[config.mk]
export PLATFORM = sky130hd
export DESIGN_NAME = crc_sqrt_cell
export DESIGN_NICKNAME = d
export VERILOG_FILES = /design/src/rtl/core/circle_rect_collision_resolve_core_assert.svh /design/src/rtl/core/crc_pkg.sv /design/src/rtl/core/crc_sqrt_cell.sv
export SDC_FILE = /design/constraint.sdc
export NUM_CORES = 1
export LEC_CHECK = 0
export ABC_AREA = 1
export BUFFER_PORTS_ARGS = -buffer_cell sky130_fd_sc_hd__buf_2
export CAP_MARGIN = 20
export CORE_AREA = 2 2 174 176
export CTS_CLUSTER_SIZE = 24
export DETAILED_ROUTE_END_ITERATION = 8
export DIE_AREA = 0 0 176 178
export GPL_TIMING_DRIVEN = 0
export SYNTH_ARGS = -nofsm -noshare
export SYNTH_HDL_FRONTEND = slang
export SYNTH_SLANG_ARGS = --single-unit
[constraint.sdc]
create_clock -name clk -period 2.3 [get_ports clk]
set_input_delay 0.345 -clock clk [delete_from_list [all_inputs] [get_ports clk]]
set_output_delay 0.345 -clock clk [all_outputs]
set_load 0.02 [all_outputs]
[src/rtl/core/circle_rect_collision_resolve_core_assert.svh]
// Assertion shorthands for the collision resolve core.
// The enclosing module must provide clk and rst.
`ifndef CIRCLE_RECT_COLLISION_RESOLVE_CORE_ASSERT_SVH
`define CIRCLE_RECT_COLLISION_RESOLVE_CORE_ASSERT_SVH

// Whenever ante holds, cons must hold in the same cycle.
`define CRC_ASSERT_IMPLY(lbl, ante, cons) \
  lbl: assert property (@(posedge clk) disable iff (rst) (ante) |-> (cons)) \
    else $error("collision resolve core: implication violated");

// cond must hold at every clock edge outside reset.
`define CRC_ASSERT_ALWAYS(lbl, cond) \
  lbl: assert property (@(posedge clk) disable iff (rst) (cond)) \
    else $error("collision resolve core: invariant violated");

`endif

[src/rtl/core/crc_pkg.sv]
package crc_pkg;

  localparam int CoordW = 24;
  localparam int SqW    = 2 * CoordW;
  localparam int NumW   = 2 * CoordW - 1;
  // Front stages, root cells, post, multiply, rounding add, quotient cells, output.
  localparam int Lat    = 5 + CoordW + 3 + (CoordW - 1) + 1;

  localparam logic [1:0] FaceNone      = 2'd0;
  localparam logic [1:0] FaceTopBottom = 2'd1;
  localparam logic [1:0] FaceSide      = 2'd2;

  localparam logic signed [CoordW:0] CoordMax = (CoordW + 1)'(2 ** (CoordW - 1) - 1);
  localparam logic signed [CoordW:0] CoordMin = -(CoordW + 1)'(2 ** (CoordW - 1));

  typedef struct packed {
    logic signed [CoordW-1:0] disc_x;
    logic signed [CoordW-1:0] disc_y;
    logic        [CoordW-2:0] disc_radius;
    logic signed [CoordW-1:0] box_x;
    logic signed [CoordW-1:0] box_y;
    logic        [CoordW-2:0] box_width;
    logic        [CoordW-2:0] box_height;
  } item_t;

  typedef struct packed {
    logic signed [CoordW-1:0] out_x;
    logic signed [CoordW-1:0] out_y;
    logic        [1:0]        contact_face;
  } result_t;

  // Per-transaction context carried down both cell chains.
  typedef struct packed {
    logic signed [CoordW-1:0] cx;
    logic signed [CoordW-1:0] cy;
    logic        [CoordW-2:0] r;
    logic                     sx;
    logic                     sy;
    logic                     elig;
  } ctx_t;

  typedef struct packed {
    logic                     vld;
    ctx_t                     ctx;
    logic        [CoordW-2:0] ax;
    logic        [CoordW-2:0] ay;
    logic        [SqW-1:0]    s;
    logic        [CoordW+3:0] rem;
    logic        [CoordW-1:0] root;
  } sqrt_t;

  typedef struct packed {
    logic                     vld;
    ctx_t                     ctx;
    logic                     contact;
    logic        [1:0]        face;
    logic        [CoordW-2:0] divisor;
    logic        [CoordW-2:0] nx;
    logic        [CoordW-2:0] ny;
    logic        [CoordW-2:0] remx;
    logic        [CoordW-2:0] remy;
    logic        [CoordW-2:0] qx;
    logic        [CoordW-2:0] qy;
  } div_t;

endpackage

[src/rtl/core/crc_sqrt_cell.sv]
module crc_sqrt_cell import crc_pkg::*; (
  input  logic  clk,
  input  logic  rst,
  input  sqrt_t a,
  output sqrt_t b
);

  logic [CoordW+3:0] rem_sh;
  logic [CoordW+3:0] trial;
  sqrt_t             b_next;

  // One root bit per cell: bring down two radicand bits and try root*4+1.
  always_comb begin
    rem_sh = {a.rem[CoordW+1:0], a.s[SqW-1 -: 2]};
    trial  = {2'b00, a.root, 2'b01};
    b_next = a;
    b_next.s = {a.s[SqW-3:0], 2'b00};
    if (rem_sh >= trial) begin
      b_next.rem  = rem_sh - trial;
      b_next.root = {a.root[CoordW-2:0], 1'b1};
    end else begin
      b_next.rem  = rem_sh;
      b_next.root = {a.root[CoordW-2:0], 1'b0};
    end
  end

  always_ff @(posedge clk) begin
    b <= b_next;
    if (rst) begin
      b.vld <= 1'b0;
    end
  end

endmodule

* Word-level counts from Yosys, hierarchy flattened
Index checks and enable logic that the tools add are counted.
Operators by class: add/sub/neg operators 1, $lt $le $gt $ge 1, muxes and demuxes 1
Operators with widths (number):
- $mux W52 | 1
- $ge A28 B26 Y1 | 1
- $sub A28 B26 Y28 | 1
Word-level totals: register bits after elaboration 219, input port bits 223, output and inout bits 221, word-level logic and storage cells 15

* Depth between registers and ports, before layout
depth after elaboration 2, depth in mapped cells 15, gate-level depth less buffers 13

* Worst setup path after synthesis
Ideal clock, no wire load.
path type input-to-reg, from in a[4] (netlist bit), to reg b[42] (netlist bit), library setup time 58 ps, data arrival time 1740 ps, data required time 2242 ps, path slack 502 ps, stages 15, buffers on the path 2, path through inv_1 > ha_1 > nand2_1 > inv_2 > nand2_1 > nand2_1 > nand2_1 > nand3b_4 > nand2_2 > inv_2 > nor2_2 > buf_6 > buf_6 > nand2_1 > nand2_1
RTL lines:
- from (decl) | line crc_sqrt_cell.sv:4 | input sqrt_t a,
- to (signal assigned) | line crc_sqrt_cell.sv:28 | b <= b_next;
- to (decl) | line crc_sqrt_cell.sv:5 | output sqrt_t b

==> out/qor.csv <==
stage,metric,value,unit
run_status,status,"complete, no violations",
logic_synthesis,yosysSeqAreaShare,63.51,%
cells_and_area,fin_area,0.01255,sq mm
routing,drtPass1Iterations,4,
placement,port_buffers,439,
worst_setup_path,criticalPathCategory,in -> reg,
timing,fmax,455.7,MHz
cells_and_area,syn2layout_area_growth,81.75,%
logic_synthesis,ys_types,25,
global_routing,grt_pass1_vias,7280,
worst_setup_path,cp.required,2680,ps
routing,wirelength,32160,microns
clocking,clock-sinks,219,
pwr,switching_share,27.30,%
cells_and_area,largest_reg_flops,219,
floorplanning,fp-row-count,63,
worst_setup_path,crit_start,a[8],
floorplanning,dieWidth,176,microns
logic_synthesis,syn_inst,760,
cells_and_area,top_regs,b: 219 flops,
placement,dp_cells,1590,
logic_synthesis,yosysWarnings,0,
global_routing,gr-total-overflow,0,
worst_setup_path,startpoint_type,input pin,
global_routing,grt_antenna_before_repair,10,
routing,via_per_inst,3.857,
worst_hold_path,min_path_type,in -> reg,
worst_hold_path,min_from,a[39],
cells_and_area,regMostFlops,b,
cells_and_area,multi_input_area,0.002191,sq mm
cells_and_area,fill_cells,2862,
routing,wl_per_cell,17.61,microns
timing,setup_ws,105.5,ps
pwr,power,9.855,mW
timing,min_period_over_period,95.41,%
placement,dp_slack,-18.94,ps
global_routing,grt_usage,19.17,%
routing,vias,7043,
logic_synthesis,synth-seq-cells,219,
logic_synthesis,postSynthAreaPerCell,9.083,sq um
pwr,seq_power_share,42.1,%
timing,drv_slew,0,
floorplanning,die-area,0.03133,sq mm
floorplanning,start_util,23.48,%
pwr,clkPwrFrac,38.6,%
timing,period_minus_slack,2194,ps
timing,setup_viol,0,
timing,fin_tns_setup,0,ps
clocking,cts-buffers-inserted,23,
placement,placed_area,0.009592,sq mm
clocking,path_clk_slew,60,ps
cells_and_area,final_common_cell,buf_2,
worst_setup_path,worstPathMaxFanout,5,
cells_and_area,regArea,0.004384,sq mm
timing,hold_ws,58.08,ps
placement,hpwl,24820,microns
cells_and_area,nets,1666,
logic_synthesis,synth_area,0.006903,sq mm
clocking,ctsRootBufferMaster,clkbuf_16,
cells_and_area,final_cell_mix,"buf_2, nand2_1, dfxtp_1",
cells_and_area,finish.utilization,42.67,%
floorplanning,core,0.02940,sq mm
flow_run,cap_violations,0,
pwr,peakVddDrop,0.4773,mV
routing,drcViolationCount,0,
clocking,htreeDepth,1,
cells_and_area,layout.cells.non_filler,1826,
clocking,clockBufferDepth,3,
floorplanning,io_pins,444,
global_routing,grt_max_degree,14,
logic_synthesis,synth_edf_count,0,
placement,gp_congestion,0.8462,
pwr,p_int,7.165,mW
worst_setup_path,cp-end-kind,flip-flop,
pwr,comb_power_share,19.4,%
pwr,powerDensity,785.5,mW/mm^2
cells_and_area,drive_gt1_share,36.92,%
routing,antenna_left,0,
clocking,cts_tree,built,
logic_synthesis,synth_flop_cell,dfxtp_1,
worst_setup_path,arrival,2570,ps
timing,hold_viol,0,
global_routing,grt_pass1_wl,44290,microns
logic_synthesis,ys_async_sr_fraction,0,%
floorplanning,die_h,178,microns
pwr,p_leak,6.555,nW
routing,drt_iter0_markers,287,
pwr,power_switching,2.690,mW
[kinds of logic after synthesis]
kind of cell	synth area share, %
AO/OA/AOI/OAI	2.066
XOR/XNOR	1.903
adder cells (fa/ha/maj)	4.713
buffers and inverters	8.084
flip-flops	63.51
other	0.05433
AND/OR/NAND/NOR	19.67
[layout make-up]
class	count	share of cell area, %
clock buffer	31	5.146
buffer	7	0.5685
multi-input combinational	401	17.46
antenna	6	0.1197
clock inverter	7	0.9275
tap	390	3.889
sequential	219	34.95
inverter	134	4.009
timing repair buffer	631	32.93
[worst max-delay path: stages]
cell and delay (ps):
dlygate4sd3_1 530, buf_2 120, inv_1 60, ha_4 280
nand2_1 80, inv_2 70, nand2_2 90, nor2_4 120
nand2_1 90, nor2_2 170, nor2_4 70, nand2_2 70
nor2_4 60, buf_4 140, clkbuf_16 150, nand2_1 50
o21ai_0 80
[Yosys cell counts, types with 3 or more instances]
master	instances	share of area, %
o21ai_0	8	0.58
nor2_1	36	2.0
nand2_1	244	13
a21oi_1	11	0.80
inv_2	6	0.33
nand3_1	31	2.2
xor2_1	5	0.63
nand2_2	3	0.27
xnor2_1	10	1.3
inv_1	128	7.0
nand4_1	4	0.36
nor2_2	4	0.36
dfxtp_1	219	64
ha_1	26	4.7
o21ai_1	6	0.44
nand3b_1	5	0.54
buf_4	3	0.33
[worst paths after layout]
check  cells after the start       endpoint
max                       17  b[31]$_DFF_P_
min                        3  b[41]$_DFF_P_
[power groups by stage]
stage | registers (mW) | clock network, mW | logic, mW
finish | 4.14 | 3.80 | 1.91
global placement | 4.22 | 0 | 1.56
global route | 4.17 | 4.03 | 2.06
CTS | 4.14 | 3.88 | 1.84
floorplan | 4.59 | 0 | 0.490
detailed placement | 4.22 | 0 | 1.56
[layer usage]
| layer | vias up | share of wire, % | GRT usage [%] |
|---|---|---|---|
| met2 | 247 | 48 | 33.78 |
| met5 | - | 0.093 | 0 |
| met4 | 4 | 3.1 | 5.923 |
| li1 | 3590 | - | - |
| met1 | 3146 | 42 | 22.68 |
| met3 | 56 | 6.9 | 5.264 |
[what timing repair did]
action	in CTS	in global routing
hold buffers	190	0
hold endpoints to repair	190	0
resized for setup	0	44
setup buffers	0	1
setup endpoints to repair	0	27
Note: power is estimated with default switching activity, not from simulation.
