**src/rtl/core/circle_rect_collision_resolve_core_assert.svh**
```systemverilog
// Assertion shorthands for the collision resolve core.
// The enclosing module must provide clk and rst.
`ifndef CIRCLE_RECT_COLLISION_RESOLVE_CORE_ASSERT_SVH
`define CIRCLE_RECT_COLLISION_RESOLVE_CORE_ASSERT_SVH

// Whenever ante holds, cons must hold in the same cycle.
`define CRC_ASSERT_IMPLY(lbl, ante, cons) \
  lbl: assert property (@(posedge clk) disable iff (rst) (ante) |-> (cons)) \
    else $error("collision resolve core: implication violated");

// cond must hold at every clock edge outside reset.
`define CRC_ASSERT_ALWAYS(lbl, cond) \
  lbl: assert property (@(posedge clk) disable iff (rst) (cond)) \
    else $error("collision resolve core: invariant violated");

`endif

```
**src/rtl/core/crc_pkg.sv**
```systemverilog
package crc_pkg;

  localparam int CoordW = 24;
  localparam int SqW    = 2 * CoordW;
  localparam int NumW   = 2 * CoordW - 1;
  // Front stages, root cells, post, multiply, rounding add, quotient cells, output.
  localparam int Lat    = 5 + CoordW + 3 + (CoordW - 1) + 1;

  localparam logic [1:0] FaceNone      = 2'd0;
  localparam logic [1:0] FaceTopBottom = 2'd1;
  localparam logic [1:0] FaceSide      = 2'd2;

  localparam logic signed [CoordW:0] CoordMax = (CoordW + 1)'(2 ** (CoordW - 1) - 1);
  localparam logic signed [CoordW:0] CoordMin = -(CoordW + 1)'(2 ** (CoordW - 1));

  typedef struct packed {
    logic signed [CoordW-1:0] disc_x;
    logic signed [CoordW-1:0] disc_y;
    logic        [CoordW-2:0] disc_radius;
    logic signed [CoordW-1:0] box_x;
    logic signed [CoordW-1:0] box_y;
    logic        [CoordW-2:0] box_width;
    logic        [CoordW-2:0] box_height;
  } item_t;

  typedef struct packed {
    logic signed [CoordW-1:0] out_x;
    logic signed [CoordW-1:0] out_y;
    logic        [1:0]        contact_face;
  } result_t;

  // Per-transaction context carried down both cell chains.
  typedef struct packed {
    logic signed [CoordW-1:0] cx;
    logic signed [CoordW-1:0] cy;
    logic        [CoordW-2:0] r;
    logic                     sx;
    logic                     sy;
    logic                     elig;
  } ctx_t;

  typedef struct packed {
    logic                     vld;
    ctx_t                     ctx;
    logic        [CoordW-2:0] ax;
    logic        [CoordW-2:0] ay;
    logic        [SqW-1:0]    s;
    logic        [CoordW+3:0] rem;
    logic        [CoordW-1:0] root;
  } sqrt_t;

  typedef struct packed {
    logic                     vld;
    ctx_t                     ctx;
    logic                     contact;
    logic        [1:0]        face;
    logic        [CoordW-2:0] divisor;
    logic        [CoordW-2:0] nx;
    logic        [CoordW-2:0] ny;
    logic        [CoordW-2:0] remx;
    logic        [CoordW-2:0] remy;
    logic        [CoordW-2:0] qx;
    logic        [CoordW-2:0] qy;
  } div_t;

endpackage

```
**src/rtl/core/crc_div_cell.sv**
```systemverilog
module crc_div_cell import crc_pkg::*; (
  input  logic clk,
  input  logic rst,
  input  div_t a,
  output div_t b
);

  logic [CoordW-1:0] tx;
  logic [CoordW-1:0] ty;
  logic [CoordW-1:0] dv;
  logic              gex;
  logic              gey;
  logic [CoordW-1:0] subx;
  logic [CoordW-1:0] suby;
  div_t              b_next;

  // One quotient bit per axis per cell, restoring form.
  always_comb begin
    dv   = {1'b0, a.divisor};
    tx   = {a.remx, a.nx[CoordW-2]};
    ty   = {a.remy, a.ny[CoordW-2]};
    gex  = tx >= dv;
    gey  = ty >= dv;
    subx = tx - dv;
    suby = ty - dv;
    b_next      = a;
    b_next.nx   = {a.nx[CoordW-3:0], 1'b0};
    b_next.ny   = {a.ny[CoordW-3:0], 1'b0};
    b_next.remx = gex ? subx[CoordW-2:0] : tx[CoordW-2:0];
    b_next.remy = gey ? suby[CoordW-2:0] : ty[CoordW-2:0];
    b_next.qx   = {a.qx[CoordW-3:0], gex};
    b_next.qy   = {a.qy[CoordW-3:0], gey};
  end

  always_ff @(posedge clk) begin
    b <= b_next;
    if (rst) begin
      b.vld <= 1'b0;
    end
  end

endmodule

```
**config.mk**
```make
export PLATFORM = sky130hd
export DESIGN_NAME = crc_div_cell
export DESIGN_NICKNAME = d
export VERILOG_FILES = /design/src/rtl/core/circle_rect_collision_resolve_core_assert.svh /design/src/rtl/core/crc_pkg.sv /design/src/rtl/core/crc_div_cell.sv
export SDC_FILE = /design/constraint.sdc
export NUM_CORES = 1
export LEC_CHECK = 0
export ABC_AREA = 1
export BUFFER_PORTS_ARGS = -buffer_cell sky130_fd_sc_hd__clkbuf_2
export CAP_MARGIN = 30
export CORE_AREA = 10 10 180 182
export CTS_CLUSTER_SIZE = 25
export DETAILED_ROUTE_END_ITERATION = 10
export DIE_AREA = 0 0 190 192
export GPL_ROUTABILITY_DRIVEN = 0
export PLACE_DENSITY = 0.67
export RECOVER_POWER = 100
export SLEW_MARGIN = 20
export SYNTH_ARGS = -nofsm -noshare
export SYNTH_HDL_FRONTEND = slang
export SYNTH_SLANG_ARGS = --single-unit
```
**constraint.sdc**
```tcl
create_clock -name clk -period 1.9 [get_ports clk]
set_input_delay 0 -clock clk [delete_from_list [all_inputs] [get_ports clk]]
set_output_delay 0 -clock clk [all_outputs]
set_load 0.005 [all_outputs]
```
# Word level (Yosys, flattened, before mapping)

Index checks and enable logic that the tools add are counted.

Flip-flop bits (word level): 237
Input bits: 241
Output and inout bits: 239
Logic and storage cells: 22

$add $sub $neg: 2
Magnitude comparators: 2
Mux-type cells: 2

Operator list:

| kind                           | count |
|---|---|
| >= comparator 24 x 23 -> 1 bit | 2 |
| 2-to-1 mux 23 bit              | 2 |
| subtractor 23 bit              | 2 |

# Longest topological paths before layout

Word-level depth: 2
Depth in mapped cells: 14

# Worst setup path before layout

Ideal clock, no wire load.

Path type: in2reg
From: input port a[114] in the netlist's numbering
To: register b[65] in the netlist's numbering
Library setup time: 0.113 ns
Arrival: 1.471 ns
Required time: 1.787 ns
Slack: 0.316 ns
Stages on the path: 12
Path through: inv_1 -> ha_1 -> fa_1 -> inv_1 -> nand2_1 -> nand2_1 -> nand3_1 -> nand2_1 -> nand2_2 -> buf_1 -> nand4_1 -> nand2_1

RTL lines:

| item                   | RTL line           | RTL |
|---|---|---|
| start: declaration     | crc_div_cell.sv:4  | `input div_t a,` |
| end signal: assignment | crc_div_cell.sv:36 | `b <= b_next;` |
| end: declaration       | crc_div_cell.sv:5  | `output div_t b` |

==> qor.csv <==
stage;metric;value;unit
drt;Vias/cell;4.417;
job;max capacitance violation total;0;
global_route;GRT Overall Usage;23.38;%
timing;final worst setup slack;0.06093;ns
power_and_ir_drop;Leakage;7.608;nW
critical_path;Crit. End Element;flip-flop;
final_layout;register with the most flip-flops;b;
drt;Detail Route Antenna Nets;0;
global_route;GR Overflow Total;0;
final_layout;nets;2148;
final_layout;fillers;2723;
timing;max-slew violations;0;
cts;root cell of the clock tree;clkbuf_16;
outcome;status;finished, final reports clean;
timing;fin crit share;96.79;%
final_layout;area occupied by registers;4745;um^2
critical_path;CP Class;in2reg;
power_and_ir_drop;Overall Power;0.01349;W
critical_path;CP Launch Type;input pin;
die;die area;36480;um^2
global_route;first-pass GRT wire length;65400;um
cts;CTS tree;done;
drt;Total Wirelength;44630;um
power_and_ir_drop;pwr dens;896.2;nW/um^2
global_route;pin count of the biggest net entering global routing;25;
cts;CTS Buf Count;26;
die;Die Y;192;um
timing;final-report hold violation count;0;
critical_path;cell mode on critical path;nand2_1;
critical_path;worst path arrival time;2.28;ns
placed_design;dpl hpwl;34900;um
die;site row count;62;
power_and_ir_drop;Peak supply drop;0.0006067;V
synth;Yosys reg bits;237;
drt;per-cell routed wire length;19.65;um
final_layout;area occupied by multi-input gates;3457;um^2
final_layout;layout cells sized above 1;18.04;%
critical_path;worst path bufs/invs;4;
cts;clock buffer depth;3;
drt;# DRC;0;
timing;fmax;0.5438;GHz
global_route;vias in the first global route;10489;
die;IO Pins;480;
synth;Yosys warnings;0;
critical_path;worst path cell trace;dlygate4sd3_1, clkbuf_2, inv_1, ha_1, nand2_1, nand2_1, nand2_1, nand2_1, a21oi_2, nand4_4, clkbuf_16, nand2_1, o21ai_1;
critical_path;critical path peak fanout;12;
critical_path;required time worst endpoint;2.34;ns
die;Initial Utilization;31.26;%
synth;post-synthesis sequential area ratio;53.03;%
drt;DR vias;10035;
synth;Main synth FF type;dfxtp_1;
final_layout;commonest non-fill, non-tap cell in the layout;nand2_1;
die;Horiz. Die Dim;190;um
critical_path;slowest CP cell;dlygate4sd3_1;
timing;final count of negative-setup-slack endpoints;0;
cts;CTS H-tree depth;1;
synth;Unique masters post-synth;27;
critical_path;Worst path max stage delay;0.56;ns
synth;post-synthesis area per instance;8.053;um^2
global_route;initial antenna violation count;8;
placed_design;Placed Cells incl. Taps;1978;
final_layout;Post-Layout Cell Count;2272;
timing;post-layout min period;1.839;ns
synth;Async SR Flop Fraction;0;%
placed_design;pre-CTS setup slack;0.04122;ns
final_layout;Area Overhead vs Synth;68.24;%
cts;clk sinks;237;
synth;Synth Cell Area;8947;um^2
cts;Clock transition at path regs;0.06;ns
critical_path;delay-heaviest family, CP;buffers and inverters;
final_layout;max reg flops;237;
min_path;Hold/Removal Path Class;in2reg;
synth;Post-Syn Instances;1111;
timing;unrepaired setup endpoints after global routing;yes;
placed_design;I/O Buffers;475;
drt;DRT Pass-1 Iters;6;
drt;Initial DRC Count;486;
die;core area;28630;um^2
synth;EDFF count, synth;0;
final_layout;most frequent cells in the layout;nand2_1 (354), clkbuf_1 (248), dfxtp_1 (237);
final_layout;largest registers;b x237;
## final timing paths
| check | startpoint | cells past startpoint | slack (ns) | end |
|---|---|---|---|---|
| max | a[155] | 13 | 0.06 | b[53]$_DFF_P_ |
| min | a[91] | 6 | 0.05 | b[23]$_DFF_P_ |
## repair_timing
action	CTS	global route
gates resized for setup	0	36
endpoints found under the setup margin	0	45
hold buffers	236	0
endpoints found under the hold margin	235	0
setup buffers	0	0
## synth_stat cells, drive strengths merged (5+ instances only)
master	instances	share of area (%)
xor2	16	1.6
dfxtp	237	53
nor2	63	2.9
inv	208	8.7
buf	12	1.1
nand3b	13	1.1
a21oi	20	1.1
nor3	5	0.28
nand4	34	2.7
nand3	58	3.2
ha	46	6.4
nand2	362	15
o21ai	25	1.4
## stage by stage
stage	hold slack [ns]	TNS, ns	instance area [um^2]	utilization, %
2_1_floorplan	0.02772	0	8951	-
3_3_place_gp	0.1025	0	11900	41.56
3_5_place_dp	0.1040	0	11900	41.56
4_1_cts	0.04329	0	15160	52.98
5_1_grt	0.08507	-0.04241	15040	52.54
6_report	0.04967	0	15050	52.59
## cells by family after synthesis
kind of cell	count (synthesis)	synth area share, %
flip-flops	237	53.03
other	1	0.04191
buffers and inverters	222	9.929
AND/OR/NAND/NOR	540	25.84
adder cells (fa/ha/maj)	48	6.880
XOR/XNOR	18	1.762
AO/OA/AOI/OAI	45	2.517
## cell type report
type,count,area share [%]
repair buffers,733,30.97
clock inverters,14,1.297
flip-flops and latches,237,31.52
clock buffers,34,4.721
diodes,9,0.1496
multi-input cells,653,22.97
inverters,208,5.187
well taps,384,3.192
## worst min-delay path, cell delays in order
cell and delay (ns):
clkbuf_2 0.09, nor2_1 0.04, nand2_1 0.07, a21oi_2 0.05, nand4_4 0.12, buf_12 0.16
## power by group
part / internal [W] / total [W] / switching [W] / leakage [nW]
registers: 0.00539 / 0.00551 / 0.000122 / 2.00
logic: 0.00119 / 0.00267 / 0.00148 / 5.18
clock network: 0.00319 / 0.00532 / 0.00213 / 0.432
## metal layers
layer / vias up / global-route usage (%) / part of all wire (%)
li1: 4903 / - / -
met1: 4626 / 25.30 / 37
met2: 409 / 43.34 / 52
met3: 97 / 5.749 / 7.2
met4: 0 / 8.089 / 4.1
met5: - / 0 / 0
No activity file was read; power rests on OpenSTA's default activity.
